File: src/hdl/ais_pkg.sv
// Package for the ascending insertion sorter: shared constants and types.
`default_nettype none
package ais_pkg;

  localparam int AIS_CAPACITY = 64;
  localparam int AIS_DATA_W   = 32;

  // One storage cell: occupancy flag and stored value
  typedef struct packed {
    logic                         valid;
    logic signed [AIS_DATA_W-1:0] value;
  } ais_cell_t;

  // Sorter control state
  typedef enum logic {
    ST_FILL,
    ST_DRAIN
  } ais_state_t;

endpackage
`default_nettype wire

File: src/hdl/ais_cell.sv
// One cell of the insertion chain: holds one sorted entry, shifts right on insert, left on drain.
`default_nettype none
module ais_cell
  import ais_pkg::*;
(
  input  wire logic                         clk,
  input  wire logic                         rst_n,
  input  wire logic                         ins_en,
  input  wire logic                         shift_en,
  input  wire logic signed [AIS_DATA_W-1:0] new_value,
  input  wire ais_cell_t                    prev_cell,
  input  wire logic                         prev_gt,
  input  wire ais_cell_t                    next_cell,
  output      ais_cell_t                    cell_o,
  output      logic                         gt_o
);

  logic                         valid_r, valid_nxt;
  logic signed [AIS_DATA_W-1:0] value_r, value_nxt;

  // Empty cell counts as +inf so it always makes room
  assign gt_o = !valid_r || (value_r > new_value);

  // Insert: cells above the insertion point take the left neighbor, the boundary cell
  // takes the new value. Drain: every cell takes its right neighbor.
  always_comb begin
    valid_nxt = valid_r;
    value_nxt = value_r;
    if (shift_en) begin
      valid_nxt = next_cell.valid;
      value_nxt = next_cell.value;
    end else if (ins_en && gt_o) begin
      if (prev_gt) begin
        valid_nxt = prev_cell.valid;
        value_nxt = prev_cell.value;
      end else begin
        valid_nxt = 1'b1;
        value_nxt = new_value;
      end
    end
  end

  always_ff @(posedge clk) begin
    if (!rst_n) begin
      valid_r <= 1'b0;
    end else begin
      valid_r <= valid_nxt;
    end
  end

  // Payload carries no reset
  always_ff @(posedge clk) begin
    value_r <= value_nxt;
  end

  assign cell_o.valid = valid_r;
  assign cell_o.value = value_r;

endmodule
`default_nettype wire

File: config.mk
export PLATFORM = sky130hd
export DESIGN_NAME = ais_cell
export DESIGN_NICKNAME = d
export VERILOG_FILES = /design/src/hdl/ais_pkg.sv /design/src/hdl/ais_cell.sv
export SDC_FILE = /design/constraint.sdc
export NUM_CORES = 1
export LEC_CHECK = 0
export ABC_CLOCK_PERIOD_IN_PS = 5340
export CAP_MARGIN = 20
export CORE_MARGIN = 5
export CORE_UTILIZATION = 30
export DETAILED_ROUTE_END_ITERATION = 10
export DONT_BUFFER_PORTS = 1
export PLACE_DENSITY_LB_ADDON = 0.25
export SYNTH_ARGS = -nofsm -noshare
export SYNTH_HDL_FRONTEND = slang
export SYNTH_SLANG_ARGS = --single-unit
File: constraint.sdc
create_clock -name clk -period 5.34 [get_ports clk]
set_input_delay 1.068 -clock clk [delete_from_list [all_inputs] [get_ports clk]]
set_output_delay 1.068 -clock clk [all_outputs]
set_load 0.005 [all_outputs]
==> reports/metrics.cfg <==
[status]
status=finished, final reports clean

[yosys]
syn-instance-count=267
ys_ff_latch=33
synth_fp_nets=402
synth.avg_cell_area_um2=9.43
synth_warnings=0
ys_seq_area_share_pct=39.0
ys_types=30
synth_area_um2=2520

[sta]
setup_tns_ns=0
fmax_mhz=257
rsz0062_at_grt=no
max_slew_margin_pct=75.2
worst_slew_pin_slew_ns=0.362
hold_viol=0
slew_viol_final=0
period_needed_ns=3.89
post-route-period-util_pct=72.8
skew_ns=0.00562
setup_viol=0

[power_and_ir_drop]
p_per_area_nw_per_um2=254
ir_drop_uv=93.6
finalPower_mw=0.689
p_seq_share_pct=51.8
p_comb_share_pct=20.8
power.leakage_nw=1.25
clockPowerShare_pct=27.4
switching_power_mw=0.202
p_int_mw=0.487
switching_share_pct=29.3

[route]
drc=0
drtPass1Iterations=6
postRouteAntennaNets=0
vias=1899
wl_per_cell_um=17.0
drt_iter0_markers=53
routed_via_density=5.15
routed_wl_mm=6.28

[floorplanning]
chipWidth_um=102
rows=33
coreArea_um2=8220
design.die.area_um2=10300
floorplan.initialDensity_pct=30.6
die_y_um=102
ioPinCount=137

[setup_path]
startpoint_type=input port
path_delay_family=compound AO/OA/AOI/OAI gates
slowest_stage=a221o_1
cp_max_fo=3
cp.required_ns=4.27
cp_num_buf_inv=1
path_class=in2out
critPathCaptureType=output pin
path_cells=inv_1 > ha_1 > a21oi_2 > nand2_1 > a221o_1 > o31a_1 > a211oi_2 > o21ai_0
crit_path_max_incr_delay_ns=0.33
arrival_ns=2.82

[global_route]
grt_pass1_wl_mm=9.45
use_met1_pct=13.4
grtUsageTotal_pct=11.8
globalRouteMet2Util_pct=20.3
grt_antenna_before_repair=0
grtUsageMet3_pct=5.17
grt_max_degree=69
grt_pass1_vias=1942
overflow=0
grt.busiest_layer=met2

[hold_path]
hp-class=reg2reg

[place]
dpl.hpwl_mm=5.03
portBuffers=0
gp_congestion=0.752

[cells_and_area]
nFillCells=826
regArea_um2=981
drive_above_1_share_pct=3.79
fin_nets=398
area_growth_pct=7.55
insertedDiodeCount=0
multi_input_area_um2=1360

[clock_network]
cts_buffers=5
postCtsSetupRepairBufs=0
cts_num_sinks=33
cts-root-buf=clkbuf_8
cts_tree=done
holdBufCountCts=0
insertion_delay_ns=0.29
cts_max_level=2
ctsResizeCount=0
cts_buffer_depth=2
path_clk_slew_ns=0.07

[job]
cap_violations=0

## power by group through the flow
stage / clock network [mW] / logic (mW) / registers (mW)
after floorplan: 0 / 0.121 / 0.354
after global placement: 0 / 0.141 / 0.364
after detailed placement: 0 / 0.146 / 0.364
after CTS: 0.201 / 0.148 / 0.358
after global routing: 0.208 / 0.170 / 0.361
final: 0.189 / 0.144 / 0.357
## through the flow
step / std cells / worst slack [ns] / hold WS [ns] / cell area [µm²] / utilization (%)
finish: 369 / 1.45 / 0.674 / 2710 / 33.0
global route: 369 / 1.31 / 0.765 / 2710 / 33.0
CTS: 369 / 1.41 / 0.677 / 2710 / 33.0
detailed placement: 361 / 1.42 / 0.660 / 2630 / 32.0
global placement: 360 / 1.49 / 0.664 / 2610 / 31.7
floorplan: 267 / 0.437 / 0.586 / 2520 / -
## cells in the final DEF, fill, tap and decap left out, drive strengths merged
| cell type | Yosys | final |
|---|---|---|
| o211ai | 1 | 1 |
| dfxtp | 1 | 1 |
| and4 | 3 | 3 |
| nor2 | 2 | 2 |
| a221oi | 1 | 1 |
| a21oi | 14 | 14 |
| o21a | 1 | 1 |
| nand3 | 4 | 4 |
| nand4 | 5 | 5 |
| clkbuf | 8 | 8 |
| buf | 4 | 1 |
| ha | 32 | 32 |
| o32ai | 1 | 1 |
| o311a | 1 | 1 |
| a221o | 1 | 1 |
| o31a | 1 | 1 |
| nor3 | 2 | 2 |
| nand2 | 40 | 40 |
| a21o | 2 | 2 |
| a211oi | 1 | 1 |
| a2111oi | 1 | 1 |
| edfxtp | 32 | 32 |
| mux2i | 32 | 32 |
| inv | 37 | 37 |
| o221a | 1 | 1 |
| nor2b | 1 | 1 |
| o21ai | 38 | 38 |
## routing by layer
metal  share of wire, %  up-vias
met4               0.62        0
met5                  0        -
li1                   -      945
met2                 48       88
met3                 12        4
met1                 40      862
## state kept, by name, indices dropped and copies added (netlist names)
register	flops
value_r	32
valid_r	1
## cell usage after synthesis (all sizes together)
library cell  number  area (µm²)
nand2             40         150
o21ai             38         190
inv               37         139
edfxtp            32         961
ha                32         400
mux2i             32         320
a21oi             14        73.8
clkbuf             8        30.0
nand4              5        31.3
buf                4        22.5
nand3              4        20.0
and4               3        26.3
a21o               2        15.0
nor2               2        7.51
nor3               2        10.0
a2111oi            1        8.76
a211oi             1        12.5
a221o              1        10.0
a221oi             1        8.76
dfxtp              1        20.0
nor2b              1        6.26
o211ai             1        7.51
o21a               1        7.51
o221a              1        11.3
o311a              1        10.0
o31a               1        8.76
o32ai              1        8.76
## layout make-up
| cell class | instances | share of cell area [%] |
|---|---|---|
| repair buffers | 1 | 0.739 |
| flip-flops and latches | 33 | 36.2 |
| inverters | 37 | 5.13 |
| well taps | 105 | 4.85 |
| clock buffers | 8 | 2.96 |
| multi-input cells | 185 | 50.1 |
## worst reg2reg max path, delay by kind of cell, from the launching register on
family | cells | cell delay (ns)
flip-flops | 1 | 0.43
buffers and inverters | 1 | 0.21
AO/OA/AOI/OAI | 5 | 1.30
AND/OR/NAND/NOR | 1 | 0.07
adder cells (fa/ha/maj) | 1 | 0.34
## worst paths after layout
path,depth (start not counted),slack (ns),end,from
setup reg to reg,8,2.73,value_r[6],value_r[14]
setup / recovery,8,1.45,gt_o,new_value[14]
hold / removal,3,0.67,valid_r,valid_r
hold reg to reg,3,0.67,valid_r,valid_r
## cells by family after synthesis
kind of cell | after synthesis | synth area share, %
compound gates | 64 | 14.8
fa+ha+maj | 32 | 15.9
buf+inv | 49 | 7.60
flops | 33 | 39.0
mux | 32 | 12.7
simple gates | 57 | 9.99
Note: power is estimated with default switching activity, not from simulation.
